## config.mk

```make
export PLATFORM = sky130hd
export DESIGN_NAME = decimal_text_to_fixed_point_core_flat
export DESIGN_NICKNAME = d
export VERILOG_FILES = /design/src/sv/dttf_pkg.sv /design/src/sv/dttf_if.sv /design/src/sv/dttf_parse.sv /design/src/sv/dttf_scale.sv /design/src/sv/decimal_text_to_fixed_point_core.sv /design/src/flat_wrapper.sv
export SDC_FILE = /design/constraint.sdc
export NUM_CORES = 1
export LEC_CHECK = 0
export BUFFER_PORTS_ARGS = -buffer_cell sky130_fd_sc_hd__buf_2
export CAP_MARGIN = 20
export CORE_MARGIN = 2
export CORE_UTILIZATION = 32
export CTS_CLUSTER_SIZE = 30
export DETAILED_ROUTE_END_ITERATION = 10
export SLEW_MARGIN = 20
export SYNTH_ARGS = -nofsm -noshare
export SYNTH_HDL_FRONTEND = slang
export SYNTH_SLANG_ARGS = --single-unit
```

## constraint.sdc

```tcl
create_clock -name i_clk -period 16.4 [get_ports i_clk]
set_input_delay 0 -clock i_clk [delete_from_list [all_inputs] [get_ports i_clk]]
set_output_delay 0 -clock i_clk [all_outputs]
set_load 0.02 [all_outputs]
```

## src/sv/dttf_pkg.sv

```systemverilog
// Shared types, constants and helpers for the decimal text to fixed point core.
`timescale 1ns / 1ps

package dttf_pkg;

    // Number of fraction digits kept; the result is the number times 10**FRAC_PLACES (1..4).
    localparam int FRAC_PLACES = 2;

    localparam int POW_F  = 10 ** FRAC_PLACES;
    localparam int POW_W  = $clog2(POW_F + 1);
    localparam int FRAC_W = $clog2(POW_F);
    localparam int CNT_W  = $clog2(FRAC_PLACES + 1);
    localparam int WHOLE_W = 31;
    localparam int MAG_W   = WHOLE_W + POW_W + 1;

    localparam logic [WHOLE_W-1:0] MAG_MAX = 31'h7FFF_FFFF;

    localparam logic [7:0] CH_MINUS = 8'h2D;
    localparam logic [7:0] CH_POINT = 8'h2E;
    localparam logic [7:0] CH_ZERO  = 8'h30;
    localparam logic [7:0] CH_NINE  = 8'h39;

    typedef enum logic [1:0] {
        PH_START = 2'd0,
        PH_WHOLE = 2'd1,
        PH_FRAC  = 2'd2,
        PH_DONE  = 2'd3
    } t_phase;

    // Parsed fields of one finished string.
    typedef struct packed {
        logic               neg;
        logic               sat;
        logic [WHOLE_W-1:0] whole;
        logic [FRAC_W-1:0]  frac;
        logic [CNT_W-1:0]   cnt;
    } t_fin;

    // 10**n for n up to FRAC_PLACES.
    function automatic logic [POW_W-1:0] f_pow10(input logic [CNT_W-1:0] n);
        logic [POW_W+3:0] r;
        r = (POW_W + 4)'(1);
        for (int i = 0; i < FRAC_PLACES; i++) begin
            if (CNT_W'(i) < n) begin
                r = (POW_W + 4)'(r[POW_W-1:0] * (POW_W + 4)'(10));
            end
        end
        return r[POW_W-1:0];
    endfunction

endpackage

```

## src/sv/dttf_if.sv

```systemverilog
// Request channel interfaces for characters in and fixed point results out.
`timescale 1ns / 1ps

interface dttf_in_if;
    logic       valid;
    logic       ready;
    logic [7:0] ch;
    logic       last;

    modport source (output valid, output ch, output last, input ready);
    modport sink   (input valid, input ch, input last, output ready);
endinterface

interface dttf_out_if;
    logic               valid;
    logic               ready;
    logic signed [31:0] value;
    logic               overflow;

    modport source (output valid, output value, output overflow, input ready);
    modport sink   (input valid, input value, input overflow, output ready);
endinterface

```

## src/sv/dttf_parse.sv

```systemverilog
// Input register and per-character parser state.
`timescale 1ns / 1ps

module dttf_parse (
    input  logic             i_clk,
    input  logic             i_rst_n,
    dttf_in_if.sink          i_in,
    output logic             o_fin_valid,
    output dttf_pkg::t_fin   o_fin,
    input  logic             i_fin_take
);

    localparam int FM_W = dttf_pkg::FRAC_W + 4;
    localparam int WM_W = dttf_pkg::WHOLE_W + 4;

    logic       r_in_v;
    logic [7:0] r_in_ch;
    logic       r_in_last;

    dttf_pkg::t_phase                  r_phase, n_phase;
    logic                              r_neg, n_neg;
    logic                              r_sat, n_sat;
    logic [dttf_pkg::WHOLE_W-1:0]      r_whole, n_whole;
    logic [dttf_pkg::FRAC_W-1:0]       r_frac, n_frac;
    logic [dttf_pkg::CNT_W-1:0]        r_cnt, n_cnt;

    logic           r_fin_v;
    dttf_pkg::t_fin r_fin;

    logic            w_fin_free;
    logic            w_consume;
    logic            w_digit;
    logic [3:0]      w_d;
    logic [WM_W-1:0] w_wmul;
    logic [FM_W-1:0] w_fmul;

    assign w_fin_free = !r_fin_v || i_fin_take;
    assign w_consume  = r_in_v && w_fin_free;
    assign i_in.ready = !r_in_v || w_consume;

    assign w_digit = (r_in_ch >= dttf_pkg::CH_ZERO) && (r_in_ch <= dttf_pkg::CH_NINE);
    assign w_d     = w_digit ? r_in_ch[3:0] : 4'd0;
    assign w_wmul  = WM_W'(r_whole) * WM_W'(10) + WM_W'(w_d);
    assign w_fmul  = FM_W'(r_frac) * FM_W'(10) + FM_W'(w_d);

    always_comb begin
        n_phase = r_phase;
        n_neg   = r_neg;
        n_sat   = r_sat;
        n_whole = r_whole;
        n_frac  = r_frac;
        n_cnt   = r_cnt;
        case (r_phase)
            dttf_pkg::PH_START: begin
                if (r_in_ch == dttf_pkg::CH_MINUS) begin
                    n_neg   = 1'b1;
                    n_phase = dttf_pkg::PH_WHOLE;
                end else if (w_digit) begin
                    n_whole = w_wmul[dttf_pkg::WHOLE_W-1:0];
                    n_phase = dttf_pkg::PH_WHOLE;
                end else if (r_in_ch == dttf_pkg::CH_POINT) begin
                    n_phase = dttf_pkg::PH_FRAC;
                end else begin
                    n_phase = dttf_pkg::PH_DONE;
                end
            end
            dttf_pkg::PH_WHOLE: begin
                if (w_digit) begin
                    if (w_wmul > WM_W'(dttf_pkg::MAG_MAX)) begin
                        n_whole = dttf_pkg::MAG_MAX;
                        n_sat   = 1'b1;
                    end else begin
                        n_whole = w_wmul[dttf_pkg::WHOLE_W-1:0];
                    end
                end else if (r_in_ch == dttf_pkg::CH_POINT) begin
                    n_phase = dttf_pkg::PH_FRAC;
                end else begin
                    n_phase = dttf_pkg::PH_DONE;
                end
            end
            dttf_pkg::PH_FRAC: begin
                if (w_digit && (r_cnt < dttf_pkg::CNT_W'(dttf_pkg::FRAC_PLACES))) begin
                    n_frac = w_fmul[dttf_pkg::FRAC_W-1:0];
                    n_cnt  = r_cnt + dttf_pkg::CNT_W'(1);
                end else begin
                    n_phase = dttf_pkg::PH_DONE;
                end
            end
            default: begin
                n_phase = r_phase;
            end
        endcase
    end

    always_ff @(posedge i_clk) begin
        if (i_in.ready && i_in.valid) begin
            r_in_ch   <= i_in.ch;
            r_in_last <= i_in.last;
        end
        if (w_consume && r_in_last) begin
            r_fin.neg   <= n_neg;
            r_fin.sat   <= n_sat;
            r_fin.whole <= n_whole;
            r_fin.frac  <= n_frac;
            r_fin.cnt   <= n_cnt;
        end
    end

    always_ff @(posedge i_clk) begin
        if (!i_rst_n) begin
            r_in_v  <= 1'b0;
            r_fin_v <= 1'b0;
            r_phase <= dttf_pkg::PH_START;
            r_neg   <= 1'b0;
            r_sat   <= 1'b0;
            r_whole <= '0;
            r_frac  <= '0;
            r_cnt   <= '0;
        end else begin
            if (i_in.ready) begin
                r_in_v <= i_in.valid;
            end
            if (w_fin_free) begin
                r_fin_v <= w_consume && r_in_last;
            end
            if (w_consume) begin
                // Start over after the last character of a string.
                if (r_in_last) begin
                    r_phase <= dttf_pkg::PH_START;
                    r_neg   <= 1'b0;
                    r_sat   <= 1'b0;
                    r_whole <= '0;
                    r_frac  <= '0;
                    r_cnt   <= '0;
                end else begin
                    r_phase <= n_phase;
                    r_neg   <= n_neg;
                    r_sat   <= n_sat;
                    r_whole <= n_whole;
                    r_frac  <= n_frac;
                    r_cnt   <= n_cnt;
                end
            end
        end
    end

    assign o_fin_valid = r_fin_v;
    assign o_fin       = r_fin;

    a_cnt_range: assert property (@(posedge i_clk) disable iff (!i_rst_n)
        r_cnt <= dttf_pkg::CNT_W'(dttf_pkg::FRAC_PLACES))
        else $error("fraction digit count beyond limit");

    a_clear_after_last: assert property (@(posedge i_clk) disable iff (!i_rst_n)
        (w_consume && r_in_last) |=> (r_phase == dttf_pkg::PH_START && r_whole == '0
                                      && r_neg == 1'b0 && r_cnt == '0))
        else $error("parser state not cleared after last character");

    a_sat_holds_max: assert property (@(posedge i_clk) disable iff (!i_rst_n)
        r_sat |-> (r_whole == dttf_pkg::MAG_MAX))
        else $error("saturated whole part is not at maximum");

endmodule

```

## src/sv/dttf_scale.sv

```systemverilog
// Scaling, saturation and sign stage with the result register.
`timescale 1ns / 1ps

module dttf_scale (
    input  logic             i_clk,
    input  logic             i_rst_n,
    input  logic             i_fin_valid,
    input  dttf_pkg::t_fin   i_fin,
    output logic             o_fin_take,
    dttf_out_if.source       o_out
);

    localparam int MW = dttf_pkg::MAG_W;

    logic                         r_mag_v;
    logic [dttf_pkg::WHOLE_W-1:0] r_mag;
    logic                         r_mag_ovf;
    logic                         r_mag_neg;

    logic               r_out_v;
    logic signed [31:0] r_value;
    logic               r_ovf;

    logic                     w_en_out;
    logic                     w_take;
    logic [dttf_pkg::CNT_W-1:0] w_pad;
    logic [MW-1:0]            w_mag;
    logic                     w_ovf;

    assign w_en_out   = !r_out_v || o_out.ready;
    assign w_take     = !r_mag_v || w_en_out;
    assign o_fin_take = w_take;

    assign w_pad = dttf_pkg::CNT_W'(dttf_pkg::FRAC_PLACES) - i_fin.cnt;
    assign w_mag = MW'(i_fin.whole) * MW'(dttf_pkg::POW_F)
                 + MW'(i_fin.frac) * MW'(dttf_pkg::f_pow10(w_pad));
    assign w_ovf = i_fin.sat || (w_mag > MW'(dttf_pkg::MAG_MAX));

    always_ff @(posedge i_clk) begin
        if (w_take && i_fin_valid) begin
            r_mag     <= w_ovf ? dttf_pkg::MAG_MAX : w_mag[dttf_pkg::WHOLE_W-1:0];
            r_mag_ovf <= w_ovf;
            r_mag_neg <= i_fin.neg;
        end
        if (w_en_out && r_mag_v) begin
            r_value <= r_mag_neg ? -$signed({1'b0, r_mag}) : $signed({1'b0, r_mag});
            r_ovf   <= r_mag_ovf;
        end
    end

    always_ff @(posedge i_clk) begin
        if (!i_rst_n) begin
            r_mag_v <= 1'b0;
            r_out_v <= 1'b0;
        end else begin
            if (w_take) begin
                r_mag_v <= i_fin_valid;
            end
            if (w_en_out) begin
                r_out_v <= r_mag_v;
            end
        end
    end

    assign o_out.valid    = r_out_v;
    assign o_out.value    = r_value;
    assign o_out.overflow = r_ovf;

    a_ovf_at_limit: assert property (@(posedge i_clk) disable iff (!i_rst_n)
        (r_out_v && r_ovf) |-> (r_value == 32'sh7FFF_FFFF || r_value == -32'sh7FFF_FFFF))
        else $error("overflow flagged without saturated value");

    a_no_min_int: assert property (@(posedge i_clk) disable iff (!i_rst_n)
        r_out_v |-> (r_value != 32'sh8000_0000))
        else $error("result outside symmetric range");

    a_stage_advance: assert property (@(posedge i_clk) disable iff (!i_rst_n)
        (r_mag_v && w_en_out) |=> r_out_v)
        else $error("scaled value lost between stages");

endmodule

```

## src/sv/decimal_text_to_fixed_point_core.sv

```systemverilog
// Top level: ASCII decimal text to signed fixed point (times 10**FRAC_PLACES).
//
// Input channel i_in carries one ASCII character per request, with last set on
// the final character of a string. An optional minus sign, whole digits, a point
// and up to FRAC_PLACES fraction digits are parsed; parsing stops at the first
// character that does not fit and the rest up to last is ignored.
// Output channel o_out carries one request per string: value is the number
// scaled by 10**FRAC_PLACES (100 by default), saturated to +/-2147483647 with
// overflow set when saturated. An empty string (a lone NUL with last) gives 0.
// Throughput: one character per cycle while the output is not stalled, set by the
// times-ten update of the parser state. A result passes through the input
// register, the parse and scale stages and the result register.
// Reset (synchronous, active low) empties all stages and returns the parser to
// its start state. When the receiver holds ready low, the result stays in the
// output register and the scale and parse stages keep filling behind it;
// input ready drops only once every stage holds a request.
`timescale 1ns / 1ps

module decimal_text_to_fixed_point_core (
    input  logic       i_clk,
    input  logic       i_rst_n,
    dttf_in_if.sink    i_in,
    dttf_out_if.source o_out
);

    logic           w_fin_valid;
    logic           w_fin_take;
    dttf_pkg::t_fin w_fin;

    dttf_parse u_parse (
        .i_clk       (i_clk),
        .i_rst_n     (i_rst_n),
        .i_in        (i_in),
        .o_fin_valid (w_fin_valid),
        .o_fin       (w_fin),
        .i_fin_take  (w_fin_take)
    );

    dttf_scale u_scale (
        .i_clk       (i_clk),
        .i_rst_n     (i_rst_n),
        .i_fin_valid (w_fin_valid),
        .i_fin       (w_fin),
        .o_fin_take  (w_fin_take),
        .o_out       (o_out)
    );

endmodule

```

## src/flat_wrapper.sv

```systemverilog
// flat-port wrapper written by rule: the top's interface ports become plain ports
module decimal_text_to_fixed_point_core_flat 
  (i_clk, i_rst_n, i_in_valid, i_in_ch, i_in_last, i_in_ready, o_out_valid, o_out_value, o_out_overflow, o_out_ready);
  dttf_in_if i_in_i ();
  dttf_out_if o_out_i ();
  input  logic i_clk;
  input  logic i_rst_n;
  input wire logic [$bits(i_in_i.valid)-1:0] i_in_valid;
  input wire logic [$bits(i_in_i.ch)-1:0] i_in_ch;
  input wire logic [$bits(i_in_i.last)-1:0] i_in_last;
  output wire logic [$bits(i_in_i.ready)-1:0] i_in_ready;
  output wire logic [$bits(o_out_i.valid)-1:0] o_out_valid;
  output wire logic [$bits(o_out_i.value)-1:0] o_out_value;
  output wire logic [$bits(o_out_i.overflow)-1:0] o_out_overflow;
  input wire logic [$bits(o_out_i.ready)-1:0] o_out_ready;
  assign i_in_i.valid = i_in_valid;
  assign i_in_i.ch = i_in_ch;
  assign i_in_i.last = i_in_last;
  assign i_in_ready = i_in_i.ready;
  assign o_out_valid = o_out_i.valid;
  assign o_out_value = o_out_i.value;
  assign o_out_overflow = o_out_i.overflow;
  assign o_out_i.ready = o_out_ready;
  decimal_text_to_fixed_point_core u_core (.i_clk(i_clk), .i_rst_n(i_rst_n), .i_in(i_in_i), .o_out(o_out_i));
endmodule
```

Yosys cells after proc, flatten, opt, wreduce, memory -nomap -nowiden
Index checks and enable logic that the tools add are counted.
{ "totals": {"ff_bits": 165, "inputBits": 13, "output_inout_bits": 35, "wordCells": 96} }
{ "classes": {"add_sub_neg": 6, "multipliers": 5, "magnitude_cmp": 7, "n_eq_ne": 6, "n_mux": 30, "reduce_logical": 19} }
{ "op_table": {"columns": ["cell", "n"], "rows": [
  ["$mux 31", 6],
  ["$pmux 31 s2", 1],
  ["$add 38x14->39", 1],
  ["$gt 39x31->1 const B", 1],
  ["$mul 31x5->36 const B", 1],
  ["$add 35x4->35", 1],
  ["$gt 35x31->1 const B", 1],
  ["$mul 31x3->34 const B", 1],
  ["$neg 31->32", 1],
  ["$mux 7", 4],
  ["$eq 8x6->1 const B", 2],
  ["$mux 2", 8],
  ["$mul 7x7->14", 1],
  ["$ge 8x6->1 const B", 1],
  ["$le 8x6->1 const B", 1],
  ["$mux 1", 8],
  ["$mux 4", 2],
  ["$add 7x4->7", 1],
  ["$logic_and 1x1->1", 7],
  ["$mul 7x3->6 const B", 1],
  ["$mul 4x3->6 const B", 1],
  ["$ne 3x3->1 const B", 2],
  ["$pmux 2 s3", 1],
  ["$logic_or 1x1->1", 5],
  ["10 further kinds", 14]
]} }

Logic depth before layout (Yosys ltp)
Gate-level depths: netlist of the first run.
{ "logic_depth": {"ltp_word": 9, "mapped_depth": 26, "ltp_nobuf": 25} }

Hierarchy
A second synthesis of the first run with hierarchy kept.
{ "unflattened": {"cells_unflattened": 1668, "area_unflattened_um2": 15682.5} }
{ "by_module_without_submodules": {"columns": ["mod", "instances", "cells_each", "area_each_um2", "seq_area_each_um2"], "rows": [
  ["dttf_scale", 1, 925, 8725.9, 2021.9],
  ["dttf_parse", 1, 743, 6956.7, 2452.4]
]} }

Worst setup path before layout of the first run
Ideal clock, no wire load.
{ "synth_path": {"kind": "flip-flop to flip-flop", "startpoint": "reg u_core.u_parse.r_fin (netlist bit u_core.u_parse.o_fin[11])", "endpoint": "reg u_core.u_scale.r_mag[0] (netlist name) (data pin)", "setup_ps": 278, "arrival_time_ps": 6083, "required_time_ps": 16122, "path_slack_ps": 10039, "path_stages_with_launch": 24, "n_path_buf": 1, "period_less_slack_ps": 6361, "path_cell_list": "edfxtp_1 ha_1 ha_1 fa_1 ha_1 a21oi_1 xnor2_1 ha_1 fa_1 inv_1 fa_1 inv_1 ha_1 nor3_1 or3b_2 a221oi_1 o21ai_0 nand4_1 inv_1 a31oi_1 mux2i_1 o31ai_2 clkbuf_1 nand4_1"} }
{ "synth_via": {"elab_chain_cells": 4} }
{ "synth_rtl": {"columns": ["item", "line_no", "rtl"], "rows": [
  ["start, declared", "dttf_parse.sv:28", "dttf_pkg::t_fin r_fin;"],
  ["$mul 31x5->36", "dttf_scale.sv:35", "assign w_mag = MW'(i_fin.whole) * MW'(dttf_pkg::POW_F)"],
  ["$add 38x14->39", "dttf_scale.sv:36", "+ MW'(i_fin.frac) * MW'(dttf_pkg::f_pow10(w_pad));"],
  ["$gt 39x31->1", "dttf_scale.sv:37", "assign w_ovf = i_fin.sat || (w_mag > MW'(dttf_pkg::MAG_MAX));"],
  ["$logic_or 1x1->1", "dttf_scale.sv:37", null],
  ["end signal, assigned", "dttf_scale.sv:41", "r_mag <= w_ovf ? dttf_pkg::MAG_MAX : w_mag[dttf_pkg::WHOLE_W-1:0];"],
  ["end, declared", "dttf_scale.sv:16", "logic [dttf_pkg::WHOLE_W-1:0] r_mag;"]
]} }
No other way between the ends.
A chain may end at the register's enable or synchronous reset.

Final worst setup path of the first run
{ "layout_path": {"startpoint": "reg u_core.u_parse.r_fin (netlist bit u_core.u_parse.o_fin[11])", "endpoint": "reg u_core.u_scale.r_mag[6] (netlist name) (data pin)"} }
{ "layout_via": {"elab_chain_cells": 4} }
{ "layout_rtl": {"columns": ["item", "line_no"], "rows": [
  ["$mul 31x5->36 (*)", "dttf_scale.sv:35"],
  ["$add 38x14->39 (*)", "dttf_scale.sv:36"],
  ["$gt 39x31->1", "dttf_scale.sv:37"],
  ["$logic_or 1x1->1", "dttf_scale.sv:37"]
]} }
Every way passes the cells marked *; elsewhere a longest branch is shown, timed or not.

==> results of run 1 <==
-- layer usage --
layer | up-vias | part of all wire | global-route usage | wire length (µm)
li1 | 6263 | - | - | -
met1 | 5744 | 0.49 | 0.192 | 17200
met2 | 196 | 0.47 | 0.232 | 16400
met3 | 32 | 0.031 | 0.0185 | 1100
met4 | 2 | 0.015 | 0.0359 | 541
met5 | - | 0.00037 | 0 | 13
-- state kept, by name, summed over array words and instances (netlist names) --
| name | flops |
|---|---|
| u_core.u_scale.o_out.overflow | 1 |
| u_core.u_parse.o_fin_valid | 1 |
| u_core.u_scale.o_out.value | 32 |
| u_core.u_scale.r_mag | 31 |
| u_core.u_parse.r_in_last | 1 |
| u_core.u_parse.r_neg | 1 |
| u_core.u_scale.r_mag_neg | 1 |
| u_core.u_parse.r_phase | 2 |
| u_core.u_parse.r_in_ch | 8 |
| u_core.u_parse.r_frac | 7 |
| u_core.u_scale.r_mag_v | 1 |
| u_core.u_scale.o_out.valid | 1 |
| u_core.u_scale.r_mag_ovf | 1 |
| u_core.u_parse.o_fin | 42 |
| u_core.u_parse.r_cnt | 2 |
| u_core.u_parse.r_in_v | 1 |
| u_core.u_parse.r_whole | 31 |
| u_core.u_parse.r_sat | 1 |
-- stage by stage --
stage	setup WS (ns)	hold WS (ns)	total power [µW]	utilization	area [µm²]
after floorplan	10.04	0.0989	999	-	15700
after global placement	9.20	0.178	1120	0.341	16600
after detailed placement	9.02	0.179	1130	0.341	16600
after CTS	8.99	0.0107	1530	0.356	17300
after global routing	8.78	0.0329	1640	0.357	17400
final	9.31	0.0357	1520	0.357	17400
-- timing repair --
action / CTS / global route
hold endpoints to repair: 13 / 0
buffers inserted: 0 / 0
hold buffers: 12 / 0
-- logic make-up (layout without fill, tap and decap cells) --
family | after synthesis | count (layout)
buf+inv | 223 | 262
flops | 165 | 165
compound gates | 407 | 407
mux | 10 | 10
fa+ha+maj | 270 | 270
simple gates | 497 | 497
xor+xnor | 132 | 132
-- cell type report --
cell class                      count  area (µm²)  area share
Multi-Input combinational cell   1316       10400       0.600
Inverter                          161         604      0.0348
Clock buffer                       18         439      0.0253
Tap cell                          664         831      0.0478
Timing Repair Buffer               69         454      0.0261
Clock inverter                     14         155     0.00892
Sequential cell                   165        4470       0.257
-- path summary, 6_finish.rpt --
path / from / end / depth (start not counted)
worst max-delay path: u_core.u_parse.o_fin[11] / u_core.u_scale.r_mag[6] / 22
worst min-delay path: i_rst_n / u_core.u_parse.r_whole[3] / 2
worst max register to register: u_core.u_parse.o_fin[11] / u_core.u_scale.r_mag[6] / 22
worst min register to register: u_core.u_scale.r_mag_ovf / u_core.u_scale.o_out.overflow / 0
-- cell usage in the layout, fill, tap and decap left out, types with 9 or more instances in the layout --
cell	count
ha_1	212
inv_1	161
nand2_1	134
edfxtp_1	117
nor2_1	99
o21ai_0	90
a21oi_1	84
xnor2_1	82
fa_1	58
xor2_1	49
dfxtp_1	48
nand4_1	47
buf_2	47
nand3_1	43
nor3_1	42
a21o_1	35
o211ai_1	26
and2_1	25
a31oi_1	17
clkbuf_16	17
nor2b_1	16
a211oi_1	14
and3_1	12
a22oi_1	12
o21a_1	12
a21boi_0	12
dlygate4sd3_1	12
nor4_1	10
o31ai_1	10
o22a_1	10
nand4b_1	9
-- power by group --
group	total, µW	internal [µW]	switching (µW)
registers	462	454	7.95
logic	663	262	401
clock network	397	209	188
==> impl_metrics.csv, run 1 <==
group,metric,value,unit
global_route,grt_overflow,0,
placed_design,gp_congestion,0.859,
setup_path,path_common_cell,"ha_1",
global_route,grt_pass1_wl,58800,µm
logic_synthesis,synth-edff-count,117,
timing,drv_slew,0,
logic_synthesis,synth_top_area_frac,0.223,
finish,drive_above_1_share,0.0711,
clock_network,path_clk_slew,0.07,ns
run_status,status,"completed",
floorplanning,dieWidth,226,µm
placed_design,place_inst,2361,
floorplanning,io_pins,48,
logic_synthesis,synth_area,0.0157,mm²
timing,finalSetupTns,0,ns
timing,max_slew_margin,0.255,
setup_path,critical_path_class,"reg2reg",
finish,nFillCells,4947,
global_route,grt_usage,0.140,
logic_synthesis,syn_avg_cell_area,9.23,µm²
logic_synthesis,synth_top_family_by_area,"adder cells",
floorplanning,die-area,0.0509,mm²
timing,setup_viol_count_final,0,
route,drt_iter0_markers,645,
clock_network,clock_sinks,165,
setup_path,cp_max_fo,32,
setup_path,slowest_delay,0.74,ns
setup_path,crit_buf_inv,2,
logic_synthesis,ys_ff_latch,165,
setup_path,critPathTopFamily,"adder cells",
logic_synthesis,seq_area_frac_synth,0.285,
route,viasPerCell,5.08,
logic_synthesis,yosys_warnings,0,
logic_synthesis,synthTopCellsByCount,"212 x ha_1, 161 x inv_1, 134 x nand2_1",
route,vias,12200,
placed_design,hpwl,28900,µm
floorplanning,core_area,0.0487,mm²
min_path,hold_path_class,"in2reg",
logic_synthesis,synth_most_common_cell,"ha_1",
finish,fin_cells,2407,
floorplanning,die-height,226,µm
global_route,antenna_found_initial,1,
logic_synthesis,synth_area_leaders,"edfxtp_1 22%, ha_1 17%, fa_1 7.4%, dfxtp_1 6.1%, xnor2_1 4.6%",
setup_path,worst_ep_arrival_time,7.21,ns
logic_synthesis,yosysTopAreaCell,"edfxtp_1",
setup_path,required,16.52,ns
logic_synthesis,synth_xor_area_frac,0.0740,
timing,fin_crit,7.09,ns
logic_synthesis,synth_compound_area_frac,0.176,
job,drv_cap,0,
clock_network,cts_tree,"done",
finish,areaGrowthSynthToFinish,10.6,%
setup_path,r2r_slack,9.31,ns
logic_synthesis,ys_types,83,
global_route,grt_pass1_vias,11900,
clock_network,htree_levels,4,
timing,fmax,0.141,GHz
timing,rsz0062_at_grt,"false",
clock_network,numCtsBuffers,17,
logic_synthesis,synth_adder_area_share,0.243,
setup_path,crit_chain,"ha_1 -> ha_1 -> fa_1 -> ha_1 -> a21oi_1 -> xnor2_1 -> ha_1 -> fa_1 -> inv_1 -> fa_1 -> inv_1 -> ha_1 -> o21ai_0 -> nand2b_1 -> a221oi_1 -> o21ai_0 -> a41oi_1 -> nand4b_1 -> nor4_2 -> and3_1 -> a21o_1 -> o2111ai_1",
setup_path,cp-start-kind,"flop",
logic_synthesis,synth-main-ff-cell,"edfxtp_1",
timing,hold_violations,0,
logic_synthesis,async_flop_share,0,
timing,worstMarginPinSlew,1.10,ns
global_route,grt_max_degree,47,
pwr,power.density,87.6,mW/mm²
route,wl_per_cell,14.6,µm
finish,nets,2013,
finish,diodes,0,
route,firstDrtPassIters,4,
logic_synthesis,synth_fp_nets,1987,
clock_network,clkLatencyLatePin,0.44,ns
clock_network,clock_path_buffers,2,
floorplanning,start_util,0.323,
logic_synthesis,netlist_instances,1704,
setup_path,cp-end-kind,"flop",
timing,finClkSkew,0.0137,ns
pwr,irDropWorstVdd,0.0798,mV
clock_network,root_buffer,"clkbuf_16",
floorplanning,placementRows,81,
placed_design,io_buffers,47,
logic_synthesis,muxShareOfSynthArea,0.00668,
logic_synthesis,synth-simple-area-share,0.162,
route,drcViolationCount,0,
pwr,total_leakage_power,0.00736,µW
clock_network,ctsResizeCount,0,
timing,post-route-period-util,0.432,
route,wirelength,35200,µm
setup_path,cp_slowest_cell,"a21o_1",
route,ant_nets,0,
Power figures use the tool's default switching activity.
==> run 2: changes to the inputs <==
==> constraint.sdc (replaced) <==
create_clock -name i_clk -period 6.5 [get_ports i_clk]
set_input_delay 0 -clock i_clk [delete_from_list [all_inputs] [get_ports i_clk]]
set_output_delay 0 -clock i_clk [all_outputs]
set_load 0.02 [all_outputs]
==> run 2 against run 1 <==
  * Worst setup slack got worse by 9.1 ns
  * Routed wire length rose by 2.8%
  * Clock skew rose by 0.0024 ns
  * Maximum frequency up 13%
  * Utilization increased by 0.92 points
  * Combinational power grew to 2.9 times the previous value
  * First-iteration DRC count shrank 11%
  * Clock power rose to 2.6 times the previous value
  * Worst hold slack lost 0.021 ns
  * Register-to-register slack worse by 9.1 ns
  * Largest power group unchanged
  * Highest routed layer unchanged
==> impl_metrics.csv, run 2 (same netlist as run 1, synthesis figures left out) <==
group,metric,value,unit
finish,nets,2033,
global_route,grt_max_degree,47,
setup_path,critical_path_class,"reg2reg",
floorplanning,core_area,0.0487,mm²
timing,finClkSkew,0.0161,ns
global_route,grt_pass1_wl,59500,µm
finish,fin_cells,2427,
clock_network,numCtsBuffers,17,
pwr,irDropWorstVdd,0.211,mV
route,drcViolationCount,0,
job,drv_cap,0,
setup_path,cp-start-kind,"flop",
timing,hold_violations,0,
clock_network,clock_path_buffers,2,
run_status,status,"completed",
route,ant_nets,0,
placed_design,dp_slack,-0.0410,ns
timing,drv_slew,0,
pwr,total_leakage_power,0.00750,µW
route,wirelength,36200,µm
setup_path,cp_max_fo,8,
finish,final_common_cell,"ha_1",
placed_design,place_inst,2373,
timing,setup_viol_count_final,0,
floorplanning,io_pins,48,
finish,diodes,0,
global_route,grt_overflow,0,
timing,max_slew_margin,0.427,
route,drt_iter0_markers,576,
setup_path,worst_ep_arrival_time,6.46,ns
placed_design,hpwl,29100,µm
floorplanning,die-area,0.0509,mm²
route,vias,12500,
global_route,antenna_found_initial,1,
floorplanning,dieWidth,226,µm
timing,fmax,0.159,GHz
finish,largest_reg_flops,42,
timing,worstMarginPinSlew,0.860,ns
finish,drive_above_1_share,0.0970,
global_route,grt_pass1_vias,12100,
floorplanning,placementRows,81,
timing,setup_ws,0.203,ns
finish,areaGrowthSynthToFinish,13.4,%
clock_network,clock_sinks,165,
finish,layout_common_cells,"199 x ha_1, 158 x inv_1, 133 x nand2_1",
timing,post-route-period-util,0.969,
clock_network,htree_levels,4,
global_route,grt_usage,0.142,
placed_design,io_buffers,47,
route,firstDrtPassIters,5,
setup_path,required,6.66,ns
clock_network,cts_tree,"done",
clock_network,path_clk_slew,0.08,ns
clock_network,root_buffer,"clkbuf_16",
floorplanning,die-height,226,µm
route,viasPerCell,5.14,
floorplanning,start_util,0.323,
pwr,power.density,230,mW/mm²
min_path,hold_path_class,"in2reg",
route,wl_per_cell,14.9,µm
timing,fin_crit,6.30,ns
placed_design,gp_congestion,0.869,
setup_path,cp-end-kind,"flop",
clock_network,clkLatencyLatePin,0.44,ns
-- run 2: critical path: stages, from the launching register on --
cell and delay, ns:
edfxtp_1 0.50, ha_4 0.32, ha_4 0.19, fa_1 0.53, ha_4 0.22, buf_4 0.14, xor2_1 0.17, ha_1 0.32
fa_1 0.50, inv_1 0.05, fa_1 0.49, inv_2 0.05, ha_4 0.28, o21ai_1 0.06, nand2b_1 0.10, a221oi_1 0.09
o21ai_1 0.22, a41oi_2 0.15, nand4b_1 0.31, nor4_4 0.35, and3_4 0.25, nand2_2 0.07, o31ai_4 0.25, buf_6 0.17
clkbuf_16 0.15, nand4_1 0.09
-- run 2: where the power goes --
part           total [µW]  internal, µW  switching, µW
Sequential           1170          1150           20.5
Combinational        1910           818           1090
Clock                1020           533            485
Total                4100          2500           1600
-- run 2: cell type report --
| type | count | area (µm²) |
|---|---|---|
| flip-flops and latches | 165 | 4470 |
| inverters | 161 | 604 |
| clock inverters | 14 | 185 |
| fillers | 4873 | 30900 |
| well taps | 664 | 831 |
| clock buffers | 18 | 439 |
| multi-input cells | 1316 | 10600 |
| repair buffers | 89 | 678 |
-- run 2: path summary, 6_finish.rpt --
check                           slack [ns]                       endpoint  cells past startpoint                      from
worst max-delay path                  0.20        u_core.u_scale.r_mag[5]                     25  u_core.u_parse.o_fin[11]
worst min-delay path                  0.01     u_core.u_scale.o_out.valid                      2                   i_rst_n
worst max register to register        0.20        u_core.u_scale.r_mag[5]                     25  u_core.u_parse.o_fin[11]
worst min register to register        0.44  u_core.u_scale.o_out.overflow                      0  u_core.u_scale.r_mag_ovf
-- run 2: repair_timing --
item / 4_1_cts / 5_1_grt
cloned: 0 / 3
hold buffers: 11 / 0
pin swaps: 0 / 27
endpoints found under the hold margin: 12 / 0
setup buffers: 0 / 7
gates resized for setup: 2 / 34
setup endpoints to repair: 32 / 32
-- run 2: metal layers --
layer  GRT usage  up-vias  wire, µm
li1            -     6307         -
met1       0.191     5869     17200
met2       0.237      251     17300
met3      0.0170       46      1130
met4      0.0425        2       580
met5           0        -        12
-- run 2: per-stage QoR --
| step | power [µW] | setup TNS [ns] | instance area [µm²] | utilization | hold WS (ns) |
|---|---|---|---|---|---|
| 5_1_grt | 4390 | -0.589 | 17800 | 0.366 | 0.00839 |
| 3_5_place_dp | 2900 | -0.290 | 16800 | 0.344 | 0.179 |
| 3_3_place_gp | 2880 | 0 | 16800 | 0.344 | 0.178 |
| 6_report | 4100 | 0 | 17800 | 0.366 | 0.0148 |
| 4_1_cts | 3940 | 0 | 17500 | 0.359 | 0.00221 |
| 2_1_floorplan | 2520 | 0 | 15700 | - | 0.0989 |
